--- config.mk ---
export PLATFORM = sky130hd
export DESIGN_NAME = iq_level_meter
export DESIGN_NICKNAME = d
export VERILOG_FILES = /design/src/rtl/ilm_pkg.sv /design/src/rtl/ilm_front.sv /design/src/rtl/ilm_queue.sv /design/src/rtl/ilm_back.sv /design/src/rtl/iq_level_meter.sv
export SDC_FILE = /design/constraint.sdc
export NUM_CORES = 2
export LEC_CHECK = 0
export BUFFER_PORTS_ARGS = -buffer_cell sky130_fd_sc_hd__buf_4
export CAP_MARGIN = 10
export CORE_MARGIN = 5
export CORE_UTILIZATION = 40
export DETAILED_ROUTE_END_ITERATION = 12
export PLACE_DENSITY = 0.55
export SYNTH_ARGS = -nofsm -noshare
export SYNTH_HDL_FRONTEND = slang
export SYNTH_SLANG_ARGS = --single-unit
--- constraint.sdc ---
create_clock -name clk -period 15 [get_ports clk]
set_clock_uncertainty 0.1 [all_clocks]
set_input_delay 0.75 -clock clk [delete_from_list [all_inputs] [get_ports clk]]
set_output_delay 0.75 -clock clk [all_outputs]
set_load 0.01 [all_outputs]
--- src/rtl/ilm_pkg.sv ---
// ----------------------------------------------------------------------------
// ilm_pkg
// Shared widths, codes, queue entry type and helpers for the I/Q level meter.
// ----------------------------------------------------------------------------
package ilm_pkg;

    localparam int SAMPLE_BITS = 16;
    localparam int LEVEL_W     = 32;
    localparam int SUM_W       = 48;
    localparam int COUNT_W     = 32;
    localparam int DECAY_W     = 16;
    localparam int ABS_SHIFT   = 31 - SAMPLE_BITS;
    localparam int SQ_W        = 2 * SAMPLE_BITS;
    localparam int SQ_FRAC     = 2 * SAMPLE_BITS - 2;
    localparam int LEVEL_FRAC  = 30;
    localparam int PROD_W      = LEVEL_W + DECAY_W + 3;

    localparam logic [DECAY_W:0]   DECAY_ONE   = {1'b1, {DECAY_W{1'b0}}};
    localparam logic [DECAY_W-1:0] DECAY_RESET = {1'b1, {(DECAY_W-1){1'b0}}};

    // level reduction codes
    localparam logic [1:0] MODE_ABS_I   = 2'd0;
    localparam logic [1:0] MODE_ABS_Q   = 2'd1;
    localparam logic [1:0] MODE_MAX_ABS = 2'd2;
    localparam logic [1:0] MODE_MAG_SQ  = 2'd3;

    // request kinds
    localparam logic ACT_ACCUM = 1'b0;
    localparam logic ACT_READ  = 1'b1;

    // register map (index = paddr[2])
    localparam int   APB_ADDR_W = 3;
    localparam logic REG_MODE   = 1'b0;
    localparam logic REG_DECAY  = 1'b1;

    localparam int QUEUE_DEPTH = 4;
    localparam int QPTR_W      = $clog2(QUEUE_DEPTH);
    localparam int QCNT_W      = QPTR_W + 1;

    typedef struct packed {
        logic               action;
        logic [LEVEL_W-1:0] level;
    } ilm_entry_t;

    function automatic logic [SAMPLE_BITS-1:0] sample_mag(
        input logic [SAMPLE_BITS-1:0] x
    );
        logic [SAMPLE_BITS-1:0] neg;
        neg = ~x + {{(SAMPLE_BITS-1){1'b0}}, 1'b1};
        return x[SAMPLE_BITS-1] ? neg : x;
    endfunction

endpackage

--- src/rtl/ilm_front.sv ---
// ----------------------------------------------------------------------------
// ilm_front
// Accepts requests, reduces the I/Q sample to a Q2.30 level and registers the
// classified entry ahead of the queue.
// ----------------------------------------------------------------------------
module ilm_front (
    input  logic                                clk,
    input  logic                                rst_n,
    input  logic                                sample_valid,
    output logic                                sample_stall,
    input  logic                                action,
    input  logic signed [ilm_pkg::SAMPLE_BITS-1:0] in_phase,
    input  logic signed [ilm_pkg::SAMPLE_BITS-1:0] quadrature,
    input  logic [1:0]                          reduce_mode,
    input  logic                                queue_full,
    output logic                                push,
    output ilm_pkg::ilm_entry_t                 push_entry
);
    import ilm_pkg::*;

    logic                   front_valid_reg;
    logic                   front_valid_next;
    ilm_entry_t             front_entry_reg;
    logic                   advance;
    logic                   accept;
    logic [SAMPLE_BITS-1:0] mag_i;
    logic [SAMPLE_BITS-1:0] mag_q;
    logic [LEVEL_W-1:0]     abs_i_lvl;
    logic [LEVEL_W-1:0]     abs_q_lvl;
    logic [SQ_W-1:0]        sq_sum;
    logic [LEVEL_W-1:0]     sq_lvl;
    logic [LEVEL_W-1:0]     level;

    assign mag_i     = sample_mag(in_phase);
    assign mag_q     = sample_mag(quadrature);
    assign abs_i_lvl = LEVEL_W'(mag_i) << ABS_SHIFT;
    assign abs_q_lvl = LEVEL_W'(mag_q) << ABS_SHIFT;
    assign sq_sum    = SQ_W'(mag_i) * SQ_W'(mag_i) + SQ_W'(mag_q) * SQ_W'(mag_q);

    generate
        if (SQ_FRAC >= LEVEL_FRAC)
        begin : g_sq_down
            assign sq_lvl = LEVEL_W'(sq_sum >> (SQ_FRAC - LEVEL_FRAC));
        end
        else
        begin : g_sq_up
            assign sq_lvl = LEVEL_W'(sq_sum) << (LEVEL_FRAC - SQ_FRAC);
        end
    endgenerate

    always_comb
    begin
        case (reduce_mode)
            MODE_ABS_I:   level = abs_i_lvl;
            MODE_ABS_Q:   level = abs_q_lvl;
            MODE_MAX_ABS: level = (abs_i_lvl > abs_q_lvl) ? abs_i_lvl : abs_q_lvl;
            default:      level = sq_lvl;
        endcase
    end

    // the stage takes a new request, or empties, whenever the queue takes its entry
    assign push         = front_valid_reg && !queue_full;
    assign advance      = !front_valid_reg || !queue_full;
    assign sample_stall = !advance;
    assign accept       = sample_valid && advance;
    assign push_entry   = front_entry_reg;

    always_comb
    begin
        front_valid_next = front_valid_reg;
        if (advance)
        begin
            front_valid_next = accept;
        end
    end

    always_ff @(posedge clk or negedge rst_n)
    begin
        if (!rst_n)
        begin
            front_valid_reg <= 1'b0;
        end
        else
        begin
            front_valid_reg <= front_valid_next;
        end
    end

    always_ff @(posedge clk)
    begin
        if (accept)
        begin
            front_entry_reg.action <= action;
            front_entry_reg.level  <= level;
        end
    end

endmodule

--- src/rtl/ilm_queue.sv ---
// ----------------------------------------------------------------------------
// ilm_queue
// Short FIFO of classified entries between the front and the back.
// ----------------------------------------------------------------------------
module ilm_queue (
    input  logic                clk,
    input  logic                rst_n,
    input  logic                push,
    input  ilm_pkg::ilm_entry_t push_entry,
    input  logic                pop,
    output logic                full,
    output logic                empty,
    output ilm_pkg::ilm_entry_t head
);
    import ilm_pkg::*;

    ilm_entry_t        slots [QUEUE_DEPTH];
    logic [QPTR_W-1:0] wr_ptr_reg;
    logic [QPTR_W-1:0] rd_ptr_reg;
    logic [QCNT_W-1:0] count_reg;
    logic [QCNT_W-1:0] count_next;

    assign full  = (count_reg == QCNT_W'(QUEUE_DEPTH));
    assign empty = (count_reg == '0);
    assign head  = slots[rd_ptr_reg];

    always_comb
    begin
        count_next = count_reg;
        if (push && !pop)
        begin
            count_next = count_reg + 1'b1;
        end
        else if (pop && !push)
        begin
            count_next = count_reg - 1'b1;
        end
    end

    always_ff @(posedge clk or negedge rst_n)
    begin
        if (!rst_n)
        begin
            wr_ptr_reg <= '0;
            rd_ptr_reg <= '0;
            count_reg  <= '0;
        end
        else
        begin
            if (push)
            begin
                wr_ptr_reg <= wr_ptr_reg + 1'b1;
            end
            if (pop)
            begin
                rd_ptr_reg <= rd_ptr_reg + 1'b1;
            end
            count_reg <= count_next;
        end
    end

    always_ff @(posedge clk)
    begin
        if (push)
        begin
            slots[wr_ptr_reg] <= push_entry;
        end
    end

endmodule

--- src/rtl/ilm_back.sv ---
// ----------------------------------------------------------------------------
// ilm_back
// Applies queued entries to the statistics and holds the result register.
// ----------------------------------------------------------------------------
module ilm_back (
    input  logic                          clk,
    input  logic                          rst_n,
    input  logic                          head_valid,
    input  ilm_pkg::ilm_entry_t           head,
    output logic                          pop,
    input  logic [ilm_pkg::DECAY_W-1:0]   decay_factor,
    output logic                          result_valid,
    input  logic                          result_stall,
    output logic [ilm_pkg::COUNT_W-1:0]   count_out,
    output logic [ilm_pkg::LEVEL_W-1:0]   peak_out,
    output logic [ilm_pkg::SUM_W-1:0]     sum_out,
    output logic [ilm_pkg::LEVEL_W-1:0]   average_out
);
    import ilm_pkg::*;

    logic [LEVEL_W-1:0]        peak_reg;
    logic [SUM_W-1:0]          sum_reg;
    logic [LEVEL_W-1:0]        avg_reg;
    logic [COUNT_W-1:0]        count_reg;
    logic                      result_valid_reg;
    logic                      result_valid_next;
    logic [COUNT_W-1:0]        count_out_reg;
    logic [LEVEL_W-1:0]        peak_out_reg;
    logic [SUM_W-1:0]          sum_out_reg;
    logic [LEVEL_W-1:0]        average_out_reg;
    logic                      out_free;
    logic                      do_accum;
    logic                      do_read;
    logic [LEVEL_W-1:0]        lvl;
    logic [SUM_W:0]            sum_wide;
    logic signed [LEVEL_W:0]   diff;
    logic [DECAY_W:0]          weight;
    logic signed [PROD_W-1:0]  prod;
    logic signed [PROD_W-1:0]  step;
    logic [LEVEL_W-1:0]        avg_next;

    assign lvl      = head.level;
    assign out_free = !result_valid_reg || !result_stall;
    assign pop      = head_valid && ((head.action == ACT_ACCUM) || out_free);
    assign do_accum = pop && (head.action == ACT_ACCUM);
    assign do_read  = pop && (head.action == ACT_READ);

    assign sum_wide = {1'b0, sum_reg} + (SUM_W+1)'(lvl);

    // avg + ((lvl - avg) * (1 - d)) >> 16, identical to the weighted form
    assign diff     = $signed({1'b0, lvl}) - $signed({1'b0, avg_reg});
    assign weight   = DECAY_ONE - {1'b0, decay_factor};
    assign prod     = diff * $signed({1'b0, weight});
    assign step     = prod >>> DECAY_W;
    assign avg_next = avg_reg + LEVEL_W'(step);

    always_comb
    begin
        result_valid_next = result_valid_reg;
        if (do_read)
        begin
            result_valid_next = 1'b1;
        end
        else if (!result_stall)
        begin
            result_valid_next = 1'b0;
        end
    end

    always_ff @(posedge clk or negedge rst_n)
    begin
        if (!rst_n)
        begin
            peak_reg         <= '0;
            sum_reg          <= '0;
            avg_reg          <= '0;
            count_reg        <= '0;
            result_valid_reg <= 1'b0;
        end
        else
        begin
            result_valid_reg <= result_valid_next;
            if (do_read)
            begin
                peak_reg  <= '0;
                sum_reg   <= '0;
                avg_reg   <= '0;
                count_reg <= '0;
            end
            else if (do_accum)
            begin
                if (lvl > peak_reg)
                begin
                    peak_reg <= lvl;
                end
                // saturate at full scale
                sum_reg <= sum_wide[SUM_W] ? {SUM_W{1'b1}} : sum_wide[SUM_W-1:0];
                avg_reg <= avg_next;
                if (count_reg != {COUNT_W{1'b1}})
                begin
                    count_reg <= count_reg + 1'b1;
                end
            end
        end
    end

    always_ff @(posedge clk)
    begin
        if (do_read)
        begin
            count_out_reg   <= count_reg;
            peak_out_reg    <= peak_reg;
            sum_out_reg     <= sum_reg;
            average_out_reg <= avg_reg;
        end
    end

    assign result_valid = result_valid_reg;
    assign count_out    = count_out_reg;
    assign peak_out     = peak_out_reg;
    assign sum_out      = sum_out_reg;
    assign average_out  = average_out_reg;

endmodule

--- src/rtl/iq_level_meter.sv ---
// ----------------------------------------------------------------------------
// iq_level_meter
// Reduces I/Q samples to levels and keeps peak, sum, decayed average and
// count; a read request returns them and clears them.
// ----------------------------------------------------------------------------
//  channel   handshake                    payload
//  sample    sample_valid / sample_stall  action, in_phase, quadrature
//  result    result_valid / result_stall  count_out, peak_out, sum_out,
//                                         average_out
//  config    APB psel/penable/pwrite      paddr, pwdata, prdata
//
//  One request per cycle is sustained unless a read waits on a stalled result.
//  A request waits with its level in the level register, then in the queue,
//  then updates the statistics; a read loads the result register as it clears
//  them. The average update is one 33x18 multiply and add per cycle.
//  A stalled result holds a read at the head of the queue; four more requests
//  wait in the queue and the level register before sample_stall rises.
//  Reset clears all statistics and loads the register defaults.
// ----------------------------------------------------------------------------
module iq_level_meter (
    input  logic                                   clk,
    input  logic                                   rst_n,
    input  logic                                   sample_valid,
    output logic                                   sample_stall,
    input  logic                                   action,
    input  logic signed [ilm_pkg::SAMPLE_BITS-1:0] in_phase,
    input  logic signed [ilm_pkg::SAMPLE_BITS-1:0] quadrature,
    output logic                                   result_valid,
    input  logic                                   result_stall,
    output logic [ilm_pkg::COUNT_W-1:0]            count_out,
    output logic [ilm_pkg::LEVEL_W-1:0]            peak_out,
    output logic [ilm_pkg::SUM_W-1:0]              sum_out,
    output logic [ilm_pkg::LEVEL_W-1:0]            average_out,
    input  logic                                   psel,
    input  logic                                   penable,
    input  logic                                   pwrite,
    input  logic [ilm_pkg::APB_ADDR_W-1:0]         paddr,
    input  logic [31:0]                            pwdata,
    output logic [31:0]                            prdata,
    output logic                                   pready
);
    import ilm_pkg::*;

    logic [1:0]         reduce_mode_reg;
    logic [DECAY_W-1:0] decay_factor_reg;
    logic               reg_wr;
    logic               reg_sel;
    logic               q_full;
    logic               q_empty;
    logic               q_push;
    logic               q_pop;
    ilm_entry_t         q_in;
    ilm_entry_t         q_head;

    assign pready  = 1'b1;
    assign reg_sel = paddr[2];
    assign reg_wr  = psel && penable && pwrite && pready;

    always_comb
    begin
        case (reg_sel)
            REG_MODE: prdata = {30'd0, reduce_mode_reg};
            default:  prdata = {{(32-DECAY_W){1'b0}}, decay_factor_reg};
        endcase
    end

    always_ff @(posedge clk or negedge rst_n)
    begin
        if (!rst_n)
        begin
            reduce_mode_reg  <= MODE_MAG_SQ;
            decay_factor_reg <= DECAY_RESET;
        end
        else if (reg_wr)
        begin
            case (reg_sel)
                REG_MODE: reduce_mode_reg  <= pwdata[1:0];
                default:  decay_factor_reg <= pwdata[DECAY_W-1:0];
            endcase
        end
    end

    ilm_front u_front (
        .clk          (clk),
        .rst_n        (rst_n),
        .sample_valid (sample_valid),
        .sample_stall (sample_stall),
        .action       (action),
        .in_phase     (in_phase),
        .quadrature   (quadrature),
        .reduce_mode  (reduce_mode_reg),
        .queue_full   (q_full),
        .push         (q_push),
        .push_entry   (q_in)
    );

    ilm_queue u_queue (
        .clk        (clk),
        .rst_n      (rst_n),
        .push       (q_push),
        .push_entry (q_in),
        .pop        (q_pop),
        .full       (q_full),
        .empty      (q_empty),
        .head       (q_head)
    );

    ilm_back u_back (
        .clk          (clk),
        .rst_n        (rst_n),
        .head_valid   (!q_empty),
        .head         (q_head),
        .pop          (q_pop),
        .decay_factor (decay_factor_reg),
        .result_valid (result_valid),
        .result_stall (result_stall),
        .count_out    (count_out),
        .peak_out     (peak_out),
        .sum_out      (sum_out),
        .average_out  (average_out)
    );

endmodule

==> results.py <==
metrics = {
    "outcome": {
        "status": "finished, final reports clean",
    },
    "timing": {
        "hold_viol_final": 0,
        "setup_tns_ps": 0,
        "fin_crit_ps": 13430,
        "max-slew-margin-rel": 0.2088,
        "rsz0062_at_grt": "false",
        "finalSetupViolations": 0,
        "fin_crit_sh": 0.8952,
        "slew_violations": 0,
        "timing.fmax_mhz": 74.47,
        "worst_slew_pin_slew_ps": 1187,
    },
    "placed_design": {
        "hpwl_um": 129300,
        "numPortBuffers": 218,
        "gp_congestion": 0.8961,
    },
    "floorplanning": {
        "die_area_um2": 150300,
        "start_util": 0.4026,
        "fp.dieH_um": 387.7,
        "io-pin-count": 254,
        "coreArea_um2": 141800,
        "placement_rows": 138,
        "die_x_um": 387.7,
    },
    "setup_path": {
        "crit_required_ps": 15420,
        "cp_common_cell": "fa_1",
        "criticalPathCategory": "flip-flop to flip-flop",
        "cp-end-kind": "flip-flop",
        "critPathLaunchType": "flip-flop",
        "path_max_fanout": 20,
        "crit_path_top_delay_cell": "dfrtp_2",
        "cp_slowest_stage_delay_ps": 820,
        "cp.arrival_ps": 13840,
    },
    "synthesis": {
        "avgSynthCellArea_um2": 9.852,
        "ys_types": 92,
        "ys_ff_latch": 480,
        "seq_area_frac_synth": 0.2376,
        "synth_ff_type": "edfxtp_1",
        "ys_warn_count": 0,
        "netlist_area_um2": 57070,
        "synth_async_sr_flop_share": 0.3563,
        "synth_edf_count": 309,
        "synth_cells": 5793,
    },
    "global_route": {
        "grt_start_max_net_pins": 124,
        "antenna_found_initial": 4,
        "grt_pass1_vias": 42170,
        "groute.usage.overall": 0.2152,
        "overflow": 0,
        "grt_pass1_wl_um": 251700,
    },
    "cts": {
        "cts_sinks": 480,
        "cts_buffers": 54,
        "ctsLongestPathBuffers": 3,
        "clkSlewWorstSetupHoldPaths_ps": 60,
        "insertion_delay_ps": 670,
        "tritoncts": "yes",
        "cts_resized": 0,
        "h-tree-depth": 2,
        "cts-root-buf": "clkbuf_16",
    },
    "drt": {
        "wl_per_cell_um": 20.16,
        "wl_met2_um": 77330,
        "final_antenna_net_count": 0,
        "wirelength_um": 160700,
        "vias_per_cell": 5.082,
        "dr.pass1.iters": 5,
        "drc_errors": 0,
        "drt_iter0_drc": 2566,
        "met3WireLength_um": 9080,
        "wl_met1_um": 70850,
        "via_count": 40510,
        "top_layer": "met4",
    },
    "finish": {
        "fin_nets": 7463,
        "layout_common_cells": "inv_1 (1272), fa_1 (905), nor2_1 (588)",
        "fillCellCount": 13690,
        "area_growth_pct": 10.83,
        "ff_latch_area_um2": 13560,
        "largest_register_ffs": 132,
        "final_common_cell": "inv_1",
        "multiInputGateArea_um2": 38150,
        "drive_above_1_share": 0.08980,
    },
    "run": {
        "maxCapViolations": 0,
    },
    "min_path": {
        "min_path_type": "input pin to flip-flop",
    },
}
[timing repair]
action / in CTS / in global routing
setup buffers: 0 / 0
hold endpoints to repair: 42 / 0
hold buffers: 1 / 0
[logic make-up after synthesis]
logic type / share of synthesized area
AOI/OAI and AO/OA: 0.07537
buffers and inverters: 0.09874
xor gates and xnor gates: 0.03975
adders and majority gates: 0.4159
and+or+nand+nor: 0.1141
DFF: 0.2376
other: 0.0001316
muxes: 0.01839
[final cells by class]
type	instances	share of cell area
Tap cell	1890	0.03738
Clock inverter	33	0.005815
Timing Repair Buffer	330	0.03930
Inverter	1296	0.07702
Antenna cell	1	0.00003956
Multi-Input combinational cell	3872	0.6031
Clock buffer	69	0.02289
Sequential cell	480	0.2144
[cells in the mapped netlist (all sizes together) (10+ instances only)]
master  instances  area (µm²)
mux2           21       236.5
buf            30       188.9
or4            11       86.33
o41ai          12       120.1
xnor2         141        1261
edfxtp        309        9279
a21oi         182       910.9
a21o           94       705.7
nand4          34       212.7
and2           31       193.9
a31oi          12       87.58
o21bai         16       120.1
o31ai          14       105.1
or2            13       81.33
a211oi         19       152.6
o211ai         16       120.1
dfrtp         168        4204
nor2          589        2211
o21a           39       292.8
ha            449        5618
nor3           50       260.3
or3            29       181.4
nand3          81       422.9
nor2b          27       168.9
and4           10       87.58
o22ai          23       143.9
clkbuf        155       581.8
fa            905       18120
mux4           33       743.2
nand2         506        1902
nand2b         49       306.5
and3           29       181.4
o21ai         178       890.8
xor2          115        1007
clkinv         16       60.06
inv          1280        4805
[through the flow]
| step | utilization | setup WS, ps | area (µm²) | instances | hold WS, ps |
|---|---|---|---|---|---|
| final | 0.4462 | 1571 | 63260 | 7971 | 203.7 |
| after global routing | 0.4462 | 891.2 | 63250 | 7970 | 175.9 |
| after CTS | 0.4462 | 1661 | 63250 | 7970 | 158.1 |
| after detailed placement | 0.4333 | 1679 | 61430 | 7867 | 363.0 |
| after global placement | 0.4333 | 1759 | 61430 | 7867 | 359.6 |
| after floorplan | - | 3217 | 57220 | 5833 | 346.2 |
[layer usage]
layer	vias to the layer above	global-route usage
met5	-	0
met4	0	0.04318
met3	165	0.02873
met2	1073	0.3634
met1	20660	0.2992
li1	18620	-
[final timing paths]
path	endpoint	cells past startpoint	startpoint	slack [ps]
max	u_back.avg_reg[31]$_DFFE_PN0P_	46	u_queue.rd_ptr_reg[0]$_DFFE_PN0P_	1570
min	u_front.push_entry[32]$_DFFE_PP_	1	action	200
max reg2reg	u_back.avg_reg[31]$_DFFE_PN0P_	46	u_queue.rd_ptr_reg[0]$_DFFE_PN0P_	1570
min reg2reg	u_back.peak_out[2]$_DFFE_PP_	0	u_back.peak_reg[2]$_DFFE_PN0P_	350
max in group asynchronous	u_queue.rd_ptr_reg[0]$_DFFE_PN0P_	3	rst_n	12910
min in group asynchronous	u_back.count_reg[12]$_DFFE_PN0P_	2	rst_n	480
[critical path, delay by kind of cell (launching register included)]
family | cells | cell delay, ps
AOI/OAI and AO/OA | 19 | 4640
adders and majority gates | 9 | 4050
xor gates and xnor gates | 5 | 1340
and+or+nand+nor | 7 | 1070
DFF | 1 | 820
muxes | 1 | 740
buffers and inverters | 5 | 530
Power is left out: the tool's default activity adds up to more than one toggle a clock period on the data nets, which glitch-free logic cannot reach.
